### config.mk
export PLATFORM = sky130hd
export DESIGN_NAME = ps2_mouse_packet_tracker_top
export DESIGN_NICKNAME = d
export VERILOG_FILES = /design/src/hdl/ps2mt_pkg.sv /design/src/hdl/ps2_mouse_packet_tracker_top.sv /design/src/hdl/ps2mt_front.sv /design/src/hdl/ps2mt_fifo.sv /design/src/hdl/ps2mt_back.sv
export SDC_FILE = /design/constraint.sdc
export NUM_CORES = 1
export LEC_CHECK = 0
export BUFFER_PORTS_ARGS = -buffer_cell sky130_fd_sc_hd__buf_2
export CAP_MARGIN = 20
export CORE_UTILIZATION = 58
export CTS_CLUSTER_SIZE = 20
export DETAILED_ROUTE_END_ITERATION = 8
export GPL_ROUTABILITY_DRIVEN = 0
export PLACE_DENSITY = 0.8
export SLEW_MARGIN = 5
export SYNTH_ARGS = -nofsm -noshare
export SYNTH_HDL_FRONTEND = slang
export SYNTH_SLANG_ARGS = --single-unit
### constraint.sdc
create_clock -name clk_i -period 7.07 [get_ports clk_i]
set_clock_uncertainty 0.2 [all_clocks]
set_input_delay 0.3535 -clock clk_i [delete_from_list [all_inputs] [get_ports clk_i]]
set_output_delay 0.3535 -clock clk_i [all_outputs]
set_load 0.05 [all_outputs]
### src/hdl/ps2mt_pkg.sv
// Shared types and constants for the PS/2 mouse packet tracker.
// No dependencies; imported by every module of the block.
package ps2mt_pkg;

  // Header byte bit positions
  localparam int unsigned HdrSyncBit  = 3;
  localparam int unsigned HdrXSignBit = 4;
  localparam int unsigned HdrYSignBit = 5;
  localparam int unsigned BtnBits     = 3;

  // Configuration
  localparam int unsigned SizeBits     = 13;
  localparam int unsigned CfgAddrBits  = 3;
  localparam int unsigned CfgDataBits  = 32;
  localparam logic [SizeBits-1:0] WidthReset  = 13'd640;
  localparam logic [SizeBits-1:0] HeightReset = 13'd480;
  localparam int unsigned PosXReset   = 320;
  localparam int unsigned PosYReset   = 240;

  // Register index, taken from paddr bit 2
  typedef enum logic {
    REG_WIDTH  = 1'b0,
    REG_HEIGHT = 1'b1
  } reg_idx_e;

  // Framing phase, one-hot
  typedef enum logic [2:0] {
    PH_HEAD = 3'b001,
    PH_X    = 3'b010,
    PH_Y    = 3'b100
  } phase_e;

  // One framed packet travelling from front to back
  typedef struct packed {
    logic [7:0] header;
    logic [7:0] x_move;
    logic [7:0] y_move;
  } pkt_t;

  // Handshake between the front end and the queue
  typedef struct packed {
    logic valid;
    logic ready;
  } hs_t;

endpackage

### src/hdl/ps2_mouse_packet_tracker_top.sv
// Top level of the PS/2 mouse packet tracker: APB registers, front, queue, back.
// Depends on ps2mt_pkg, ps2mt_front, ps2mt_fifo and ps2mt_back.
//
//   port group | direction | contents
//   s_axis     | in        | tdata[7:0] data_byte
//   m_axis     | out       | tdata pointer_x, pointer_y, buttons, click
//   apb        | in/out    | reg 0 screen_width @0x0, reg 1 screen_height @0x4
//
// A byte is taken every cycle unless a closing byte meets a full queue; the third byte
// of a packet is written to the queue, then the pointer update fills the output register.
// Reset is asynchronous, active low; the pointer restarts at 320,240 and the
// framer hunts for a header. The two-entry queue lets bytes keep arriving while
// the output stalls; s_axis_tready drops only on a closing byte with the queue full.
module ps2_mouse_packet_tracker_top
  import ps2mt_pkg::*;
#(
  parameter int unsigned POS_BITS = 12,
  localparam int unsigned TDW = ((2 * POS_BITS + BtnBits + 1 + 7) / 8) * 8
) (
  input  logic                   clk_i,
  input  logic                   rst_ni,
  input  logic                   s_axis_tvalid_i,
  output logic                   s_axis_tready_o,
  input  logic [7:0]             s_axis_tdata_i,   // [7:0] data_byte
  output logic                   m_axis_tvalid_o,
  input  logic                   m_axis_tready_i,
  // from bit 0: pointer_x, pointer_y, buttons[2:0], click, zero pad
  output logic [TDW-1:0]         m_axis_tdata_o,
  input  logic                   psel_i,
  input  logic                   penable_i,
  input  logic                   pwrite_i,
  input  logic [CfgAddrBits-1:0] paddr_i,
  input  logic [CfgDataBits-1:0] pwdata_i,
  output logic [CfgDataBits-1:0] prdata_o,
  output logic                   pready_o
);

  logic [SizeBits-1:0] width_q, height_q;
  logic                cfg_wr;
  reg_idx_e            cfg_idx;
  hs_t                 push;
  pkt_t                pkt_in, pkt_out;
  logic                full, empty, pop;

  assign pready_o = 1'b1;
  assign cfg_wr   = psel_i && penable_i && pwrite_i && pready_o;
  assign cfg_idx  = reg_idx_e'(paddr_i[2]);

  always_ff @(posedge clk_i or negedge rst_ni) begin
    if (!rst_ni) begin
      width_q  <= WidthReset;
      height_q <= HeightReset;
    end else if (cfg_wr) begin
      unique case (cfg_idx)
        REG_WIDTH:  width_q  <= pwdata_i[SizeBits-1:0];
        REG_HEIGHT: height_q <= pwdata_i[SizeBits-1:0];
        default: ;
      endcase
    end
  end

  always_comb begin
    unique case (cfg_idx)
      REG_WIDTH:  prdata_o = CfgDataBits'(width_q);
      REG_HEIGHT: prdata_o = CfgDataBits'(height_q);
      default:    prdata_o = '0;
    endcase
  end

  ps2mt_front u_front (
    .clk_i        (clk_i),
    .rst_ni       (rst_ni),
    .byte_valid_i (s_axis_tvalid_i),
    .byte_ready_o (s_axis_tready_o),
    .data_byte_i  (s_axis_tdata_i),
    .push_o       (push),
    .push_ready_i (!full),
    .pkt_o        (pkt_in)
  );

  ps2mt_fifo u_fifo (
    .clk_i   (clk_i),
    .rst_ni  (rst_ni),
    .push_i  (push.valid && push.ready),
    .full_o  (full),
    .wdata_i (pkt_in),
    .empty_o (empty),
    .pop_i   (pop),
    .rdata_o (pkt_out)
  );

  ps2mt_back #(
    .POS_BITS (POS_BITS),
    .TDW      (TDW)
  ) u_back (
    .clk_i       (clk_i),
    .rst_ni      (rst_ni),
    .empty_i     (empty),
    .pop_o       (pop),
    .pkt_i       (pkt_out),
    .width_i     (width_q),
    .height_i    (height_q),
    .out_valid_o (m_axis_tvalid_o),
    .out_ready_i (m_axis_tready_i),
    .out_data_o  (m_axis_tdata_o)
  );

endmodule

### src/hdl/ps2mt_front.sv
// Front end: accepts mouse bytes, hunts for the header and frames packets.
// Depends on ps2mt_pkg; feeds ps2mt_fifo.
module ps2mt_front
  import ps2mt_pkg::*;
(
  input  logic       clk_i,
  input  logic       rst_ni,
  input  logic       byte_valid_i,
  output logic       byte_ready_o,
  input  logic [7:0] data_byte_i,
  output hs_t        push_o,
  input  logic       push_ready_i,
  output pkt_t       pkt_o
);

  phase_e     phase_q, phase_d;
  logic [7:0] header_q, x_move_q;
  logic       take;

  // Only the closing byte needs room in the queue
  assign byte_ready_o = (phase_q != PH_Y) || push_ready_i;
  assign take         = byte_valid_i && byte_ready_o;

  assign push_o.valid = byte_valid_i && (phase_q == PH_Y);
  assign push_o.ready = push_ready_i;
  assign pkt_o.header = header_q;
  assign pkt_o.x_move = x_move_q;
  assign pkt_o.y_move = data_byte_i;

  always_comb begin
    phase_d = phase_q;
    if (take) begin
      unique case (phase_q)
        PH_HEAD: phase_d = data_byte_i[HdrSyncBit] ? PH_X : PH_HEAD;
        PH_X:    phase_d = PH_Y;
        PH_Y:    phase_d = PH_HEAD;
        default: phase_d = PH_HEAD;
      endcase
    end
  end

  always_ff @(posedge clk_i or negedge rst_ni) begin
    if (!rst_ni) begin
      phase_q <= PH_HEAD;
    end else begin
      phase_q <= phase_d;
    end
  end

  always_ff @(posedge clk_i) begin
    if (take && (phase_q == PH_HEAD) && data_byte_i[HdrSyncBit]) begin
      header_q <= data_byte_i;
    end
    if (take && (phase_q == PH_X)) begin
      x_move_q <= data_byte_i;
    end
  end

endmodule

### src/hdl/ps2mt_fifo.sv
// Two-entry packet queue between the framing front end and the tracking back end.
// Depends on ps2mt_pkg.
module ps2mt_fifo
  import ps2mt_pkg::*;
(
  input  logic clk_i,
  input  logic rst_ni,
  input  logic push_i,
  output logic full_o,
  input  pkt_t wdata_i,
  output logic empty_o,
  input  logic pop_i,
  output pkt_t rdata_o
);

  localparam int unsigned Depth = 2;

  pkt_t       mem_q [Depth];
  logic       wptr_q, wptr_d, rptr_q, rptr_d;
  logic [1:0] count_q, count_d;
  logic       do_push, do_pop;

  assign full_o  = (count_q == 2'(Depth));
  assign empty_o = (count_q == 2'd0);
  assign do_push = push_i && !full_o;
  assign do_pop  = pop_i && !empty_o;
  assign rdata_o = mem_q[rptr_q];

  always_comb begin
    wptr_d  = wptr_q + 1'(do_push);
    rptr_d  = rptr_q + 1'(do_pop);
    count_d = count_q + 2'(do_push) - 2'(do_pop);
  end

  always_ff @(posedge clk_i or negedge rst_ni) begin
    if (!rst_ni) begin
      wptr_q  <= 1'b0;
      rptr_q  <= 1'b0;
      count_q <= 2'd0;
    end else begin
      wptr_q  <= wptr_d;
      rptr_q  <= rptr_d;
      count_q <= count_d;
    end
  end

  always_ff @(posedge clk_i) begin
    if (do_push) begin
      mem_q[wptr_q] <= wdata_i;
    end
  end

endmodule

### src/hdl/ps2mt_back.sv
// Back end: applies packet deltas to the pointer, clamps, and holds the result word.
// Depends on ps2mt_pkg; drains ps2mt_fifo.
module ps2mt_back
  import ps2mt_pkg::*;
#(
  parameter int unsigned POS_BITS = 12,
  parameter int unsigned TDW      = 32
) (
  input  logic                clk_i,
  input  logic                rst_ni,
  input  logic                empty_i,
  output logic                pop_o,
  input  pkt_t                pkt_i,
  input  logic [SizeBits-1:0] width_i,
  input  logic [SizeBits-1:0] height_i,
  output logic                out_valid_o,
  input  logic                out_ready_i,
  output logic [TDW-1:0]      out_data_o
);

  localparam int unsigned CW   = ((POS_BITS > SizeBits) ? POS_BITS : SizeBits) + 2;
  localparam int unsigned PMax = (1 << POS_BITS) - 1;
  localparam logic [POS_BITS-1:0] RstX = POS_BITS'((PMax < PosXReset) ? PMax : PosXReset);
  localparam logic [POS_BITS-1:0] RstY = POS_BITS'((PMax < PosYReset) ? PMax : PosYReset);
  localparam logic signed [CW-1:0] PosMax = CW'(PMax);

  logic [POS_BITS-1:0] pos_x_q, pos_x_d, pos_y_q, pos_y_d;
  logic [BtnBits-1:0]  prev_btn_q;
  logic                out_valid_q;
  logic [TDW-1:0]      out_data_q, out_data_d;
  logic signed [8:0]   dx, dy;
  logic signed [CW-1:0] sum_x, sum_y, lim_x, lim_y;
  logic [BtnBits-1:0]  btn;
  logic                click;

  function automatic logic signed [CW-1:0] upper_limit(input logic [SizeBits-1:0] size);
    logic [SizeBits-1:0]  hi;
    logic signed [CW-1:0] lim;
    hi  = (size == '0) ? '0 : size - 1'b1;
    lim = $signed(CW'(hi));
    return (lim > PosMax) ? PosMax : lim;
  endfunction

  function automatic logic [POS_BITS-1:0] clamp(input logic signed [CW-1:0] v,
                                               input logic signed [CW-1:0] lim);
    logic signed [CW-1:0] r;
    r = v;
    if (r < 0) r = '0;
    if (r > lim) r = lim;
    return r[POS_BITS-1:0];
  endfunction

  // Advance when the result slot is free or being taken this cycle
  assign pop_o = !empty_i && (!out_valid_q || out_ready_i);

  assign dx    = $signed({pkt_i.header[HdrXSignBit], pkt_i.x_move});
  assign dy    = $signed({pkt_i.header[HdrYSignBit], pkt_i.y_move});
  assign sum_x = $signed(CW'(pos_x_q)) + CW'(dx);
  assign sum_y = $signed(CW'(pos_y_q)) - CW'(dy);
  assign lim_x = upper_limit(width_i);
  assign lim_y = upper_limit(height_i);
  assign btn   = pkt_i.header[BtnBits-1:0];
  assign click = (btn != prev_btn_q) && btn[0];

  always_comb begin
    pos_x_d    = clamp(sum_x, lim_x);
    pos_y_d    = clamp(sum_y, lim_y);
    out_data_d = TDW'({click, btn, pos_y_d, pos_x_d});
  end

  always_ff @(posedge clk_i or negedge rst_ni) begin
    if (!rst_ni) begin
      pos_x_q     <= RstX;
      pos_y_q     <= RstY;
      prev_btn_q  <= '0;
      out_valid_q <= 1'b0;
    end else begin
      if (pop_o) begin
        pos_x_q     <= pos_x_d;
        pos_y_q     <= pos_y_d;
        prev_btn_q  <= btn;
        out_valid_q <= 1'b1;
      end else if (out_ready_i) begin
        out_valid_q <= 1'b0;
      end
    end
  end

  always_ff @(posedge clk_i) begin
    if (pop_o) begin
      out_data_q <= out_data_d;
    end
  end

  assign out_valid_o = out_valid_q;
  assign out_data_o  = out_data_q;

endmodule

# --- Word level (Yosys, flattened, before mapping) ---
# Memories as Yosys holds them, arrays and structs flattened.
# Cells that the tools add are included.
word_totals:
  regBits: 105
  latch_bits: 0
  ramBits: 48
  mem_bits_ro: 0
  input_bits: 50
  word_cells: 73
  n_memories: 1
mem_list:
  columns: ["name", "words", "width", "rd", "rd_clocked_by_memory_dff", "wr", "line", "text"]
  rows:
  - ["u_fifo.mem_q", 2, 24, 1, 0, 1, "ps2mt_fifo.sv:18", "pkt_t mem_q [Depth];"]
classes:
  add_sub_neg: 8
  mul: 0
  n_div: 0
  order_cmp: 6
  eq_ne: 6
  n_shift: 0
  n_mux: 15
  n_bitwise: 1
  n_reduce_logical: 23
op_table:
  columns: ["op", "n"]
  rows:
  - ["$pmux 32 s2", 1]
  - ["$mux 13", 4]
  - ["$gt 15x14->1", 2]
  - ["$mux 15", 2]
  - ["$lt 14x1->1 const B", 2]
  - ["$gt 13x12->1 const B", 2]
  - ["$logic_not 13->1", 2]
  - ["$sub 13x1->13 const B", 2]
  - ["$mux 12", 2]
  - ["$add 13x9->14", 1]
  - ["$sub 13x9->14", 1]
  - ["$logic_and 1x1->1", 12]
  - ["$pmux 3 s2", 1]
  - ["$mux 1", 4]
  - ["$reduce_and 2->1", 2]
  - ["$eq 3x1->1 const B", 1]
  - ["$eq 3x2->1 const B", 1]
  - ["$eq 3x3->1 const B", 1]
  - ["$logic_not 1->1", 3]
  - ["$ne 3x3->1", 1]
  - ["$ne 3x3->1 const B", 1]
  - ["$add 1x1->1", 2]
  - ["$add 2x1->2", 1]
  - ["$eq 2x2->1 const B", 1]
  - ["6 further kinds", 7]

# --- Depth between registers and ports, before layout ---
logic_depth:
  ltp_word: 6
  mapped_depth: 23
  ltp_nobuf: 20

# --- Modules after synthesis ---
# Synthesis repeated with hierarchy kept, for this count alone.
hier_totals:
  hier_cells: 829
  hier_area_um2: 9315.2
by_module_without_submodules:
  columns: ["module", "instances", "cells_per_inst", "area_each_um2", "seq_area_each_um2"]
  rows:
  - ["ps2mt_back", 1, 595, 5171.2, 1549.0]
  - ["ps2mt_fifo", 1, 95, 2053.2, 1541.5]
  - ["ps2_mouse_packet_tracker_top", 1, 94, 1362.6, 658.1]
  - ["ps2mt_front", 1, 45, 728.2, 556.8]

# --- Worst setup path before layout ---
# Ideal clock, no wire load.
synth_timing:
  path_type: "register -> register"
  from: "register u_fifo.rptr_q"
  to: "register u_back.pos_y_q[3]"
  setup_time_ns: 0.125
  t_arrival_ns: 5.513
  slack_ns: 1.233
  stages_incl_launch_ff: 22
  path_buffers: 3
  synth_period_minus_slack_ns: 5.837
  path_cell_list: "dfrtp_1 > buf_1 > clkbuf_1 > mux2i_1 > ha_1 > a21o_1 > a21oi_1 > or4b_2 > mux2i_1 > nor2_1 > o21ai_0 > inv_1 > ha_1 > nand4_1 > or2_2 > a21oi_1 > o21ai_0 > a221o_1 > mux2i_1 > buf_6 > mux2_2 > mux2_2"
synth_via:
  elab_chain_cells: 6
synth_rtl:
  columns: ["element", "line", "text"]
  rows:
  - ["start: declaration", "ps2mt_fifo.sv:19", "logic wptr_q, wptr_d, rptr_q, rptr_d;"]
  - ["start signal: assignment", "ps2mt_fifo.sv:42", "rptr_q <= rptr_d;"]
  - ["$mem_v2 2x24 *", null, null]
  - ["$sub 13x9->14 *", "ps2mt_back.sv:59", "assign sum_y = $signed(CW'(pos_y_q)) - CW'(dy);"]
  - ["$lt 14x1->1", "ps2mt_back.sv:48", "if (r < 0) r = '0;"]
  - ["$mux 15 *", "ps2mt_back.sv:48", null]
  - ["$gt 15x14->1", "ps2mt_back.sv:49", "if (r > lim) r = lim;"]
  - ["$mux 12 *", "ps2mt_back.sv:49", null]
  - ["via u_back.out_data_d[15]", "ps2mt_back.sv:30", "logic [TDW-1:0] out_data_q, out_data_d;"]
  - ["end signal: assignment", "ps2mt_back.sv:74", "pos_y_q <= RstY;"]
  - ["end signal: assignment", "ps2mt_back.sv:80", "pos_y_q <= pos_y_d;"]
  - ["end: declaration", "ps2mt_back.sv:27", "logic [POS_BITS-1:0] pos_x_q, pos_x_d, pos_y_q, pos_y_d;"]
# Mark *: on every way through the listed nets, which the timed path passes. The rest lies on a longest branch.
# A chain may end at the register's enable or synchronous reset.

# --- Worst setup path after layout ---
layout_timing:
  from: "register u_fifo.rptr_q"
  to: "register u_back.pos_y_q[0]"
# Same word-level chain as after synthesis.

==> metrics.csv <==
stage;metric;value;unit
sta;hold_violations;0;
global_route;met1_usage;0.321;
finish;n_fill_cell;1079;
finish;drive_above_1_share;0.232;
clock_tree;post_cts_buffers;0;
clock_tree;clock_latency;0.43;ns
pwr;power.density;499;mW/mm2
finish;final_nets;982;
min_path;min_from;u_front.x_move_q[5]$_DFFE_PP_;
clock_tree;numCtsBuffers;17;
placed_design;place_area;0.00901;mm2
global_route;grtUsageTotal;0.253;
critical_path;worstReg2RegStart;u_fifo.rptr_q$_DFF_PN0_;
floorplan;die_h;123;um
clock_tree;clk_pin_slew_worst_paths;0.07;ns
finish;seqCellArea;0.00404;mm2
synthesis;ys_ff_latch;144;
global_route;antenna_found_initial;0;
synthesis;synth_cell_types;70;
critical_path;slowest_stage;or4b_2;
floorplan;die-area;0.0152;mm2
pwr;clkPwrFrac;0.174;
synthesis;yosysSeqAreaShare;0.472;
route;drt_iter0_markers;431;
global_route;busiest_layer;met2;
global_route;grt_use_met3;0.0650;
sta;setup_violations;0;
critical_path;rrSetupSlack;0.94;ns
sta;post-route-period-util;0.868;
critical_path;reg2regPathDepth;20;
pwr;p_int;2.69;mW
critical_path;crit_path_max_fanout;13;
critical_path;cp.arrival;6.26;ns
route;wl_per_cell;16.5;um
finish;post-route-util;0.678;
synthesis;yosysWarnings;0;
min_path;min_to;u_fifo.mem_q[1][13]$_DFFE_PP_;
clock_tree;cts-root-buf;clkbuf_16;
sta;max_freq;163;MHz
finish;multiInputGateArea;0.00419;mm2
route;ant_nets;0;
floorplan;core.rowCount;44;
floorplan;die_w;123;um
sta;relSlewSlack;0.337;
synthesis;netlist_area;0.00856;mm2
critical_path;reg2reg_to;u_back.pos_y_q[0]$_DFFE_PN0P_;
clock_tree;cts_tree;built;
pwr;ir_worst_vdd;0.319;mV
finish;finish.instance_area;0.00981;mm2
sta;fin_crit;6.13;ns
sta;tightest_slew;0.995;ns
critical_path;critPathTopFamily;multiplexers;
critical_path;critPathMostFrequentCell;mux2_2;
finish;n_antenna_cell;0;
global_route;grt_pass1_vias;5782;
clock_tree;cts_buffer_depth;2;
clock_tree;cts.sinks;144;
floorplan;start_util;0.591;
route;drc;0;
sta;slew_violations;0;
route;routed_wl;17.7;mm
critical_path;crit_path_max_incr_delay;0.59;ns
floorplan;io_pins;117;
pwr;swShare;0.451;
critical_path;crit_required;7.19;ns
pwr;p_switching;2.21;mW
global_route;use_met2;0.407;
finish;syn_to_final_growth;14.7;%
min_path;hold_class;reg2reg;
critical_path;path_buf_inv;3;
placed_design;dpl.hpwl;12.3;mm
placed_design;port_buffers;71;
critical_path;start_kind;register;
global_route;grt_overflow;0;
pwr;p_leak;4.19;nW
pwr;p_comb_frac;0.546;
clock_tree;htreeDepth;4;
global_route;grt_first_pass_wirelength;28.6;mm
route;vias;6266;
route;first_pass_iters;5;
route;viasPerCell;5.85;
synthesis;synth_area_per_cell;11.0;um2
synthesis;postSynthCellCount;775;
critical_path;crit_chain;mux2_2 > inv_1 > ha_1 > and4_1 > a21oi_1 > or4b_2 > mux2i_1 > nor2_1 > o21ai_0 > inv_1 > ha_1 > nand4_1 > or2_2 > a21oi_1 > o21ai_0 > a221o_1 > mux2i_1 > buf_4 > mux2_2 > mux2_2;
global_route;grt_max_degree;66;
job;drv_cap;0;
pwr;p_total;4.90;mW
run_status;status;finished clean;
floorplan;fp.coreArea;0.0145;mm2
finish;stdcell_count;1071;
critical_path;cp-end-kind;register;
sta;rsz0062_at_grt;no;
synthesis;synth_flop_cell;edfxtp_1;
min_path;whs_path_depth;0;
sta;setup-tns-final;0;ns
critical_path;critPathKind;reg2reg;
placed_design;dp_cells;1015;
synthesis;synthArstFlopShare;0.424;
pwr;p_seq_frac;0.280;
synthesis;synth-edff-count;83;
metal layers:
metal / up-vias / share of wire
li1: 3027 / -
met1: 3013 / 0.44
met2: 187 / 0.48
met3: 39 / 0.048
met4: 0 / 0.027
met5: - / 0
state kept, by name, summed over array words and instances (netlist names):
register and cells:
height_q 13, u_back.out_data_o 28, u_back.out_valid_o 1, u_back.pos_x_q 12
u_back.pos_y_q 12, u_back.prev_btn_q 3, u_fifo.count_q 2, u_fifo.mem_q 42
u_fifo.rptr_q 1, u_fifo.wptr_q 1, u_front.header_q 5, u_front.phase_q 3
u_front.x_move_q 8, width_q 13
worst max-delay path by stage:
stage / to / depth (start not counted) / startpoint
6_report: u_back.pos_y_q[0]$_DFFE_PN0P_ / 20 / u_fifo.rptr_q$_DFF_PN0_
5_1_grt: u_back.out_data_o[0]$_DFFE_PP_ / 20 / u_fifo.rptr_q$_DFF_PN0_
4_1_cts: u_back.pos_y_q[0]$_DFFE_PN0P_ / 20 / u_fifo.rptr_q$_DFF_PN0_
3_5_place_dp: u_back.pos_y_q[0]$_DFFE_PN0P_ / 20 / u_fifo.rptr_q$_DFF_PN0_
3_3_place_gp: u_back.pos_y_q[0]$_DFFE_PN0P_ / 20 / u_fifo.rptr_q$_DFF_PN0_
2_1_floorplan: u_back.pos_y_q[3]$_DFFE_PN0P_ / 21 / u_fifo.rptr_q$_DFF_PN0_
stage by stage:
step | setup WS [ns] | hold WS [ns]
CTS | 0.996 | 0.244
detailed placement | 0.987 | 0.230
global route | 0.588 | 0.249
floorplan | 1.23 | -0.142
global placement | 1.07 | 0.224
finish | 0.935 | 0.244
layout make-up:
type / count / share of cell area
clock buffer: 19 / 0.0451
clock inverter: 13 / 0.0119
inverter: 39 / 0.0149
multi-input combinational: 569 / 0.427
sequential: 144 / 0.411
tap: 184 / 0.0235
timing repair buffer: 103 / 0.0668
power by group through the flow:
| stage | combinational, mW | clock [mW] | sequential [mW] |
|---|---|---|---|
| floorplan | 1.81 | 0 | 1.63 |
| global placement | 2.59 | 0 | 1.37 |
| detailed placement | 2.64 | 0 | 1.38 |
| CTS | 2.67 | 0.863 | 1.37 |
| global route | 2.96 | 0.904 | 1.40 |
| finish | 2.68 | 0.850 | 1.37 |
cells by family after synthesis:
kind of cell,after synthesis,share of synthesized area
mux,90,0.116
flops,144,0.472
other cells,2,0.000878
xor+xnor,29,0.0297
simple gates,212,0.129
compound gates,151,0.113
fa+ha+maj,61,0.0901
buf+inv,86,0.0494
timing repair:
action	4_1_cts	5_1_grt
gates resized for setup	0	0
hold buffers	24	0
hold endpoints to repair	105	0
cells in the mapped netlist (8+ instances only):
library cell	count	area (um2)
edfxtp_1	83	2490
mux2_2	70	788
ha_1	56	701
dfrtp_1	48	1200
nor2_1	47	176
nand2_1	46	173
a21oi_1	41	205
inv_1	39	146
o21ai_0	39	195
buf_4	24	180
nor3_1	23	115
mux2i_1	20	200
xnor2_1	20	175
clkbuf_1	19	71.3
or3_1	17	106
nand3_1	16	80.1
nor2b_1	16	100
a31oi_1	13	81.3
dfstp_2	13	342
o21a_1	10	75.1
xor2_1	9	78.8
nor4_1	8	50.1
worst reg2reg max path: stages (launching register included):
cell and delay, ns:
dfrtp_1 0.35, mux2_2 0.41, inv_1 0.18, ha_1 0.38, and4_1 0.26, a21oi_1 0.14
or4b_2 0.59, mux2i_1 0.48, nor2_1 0.28, o21ai_0 0.17, inv_1 0.07, ha_1 0.29
nand4_1 0.12, or2_2 0.31, a21oi_1 0.13, o21ai_0 0.12, a221o_1 0.32, mux2i_1 0.36
buf_4 0.25, mux2_2 0.36, mux2_2 0.26
cells in the final DEF (no fill, tap or decap), drive strengths merged, types with 5 or more instances in the layout:
master and count:
edfxtp 83, buf 79, mux2 70, ha 56
dfrtp 48, inv 48, nor2 47, nand2 46
o21ai 42, a21oi 41, conb 26, dlygate4sd3 24
nor3 23, mux2i 20, xnor2 20, clkbuf 19
or3 17, nor2b 16, nand3 16, a31oi 13
dfstp 13, o21a 10, xor2 9, nor4 9
a21o 6, and3 6, a211oi 5
(Power assumes the default switching activity.)
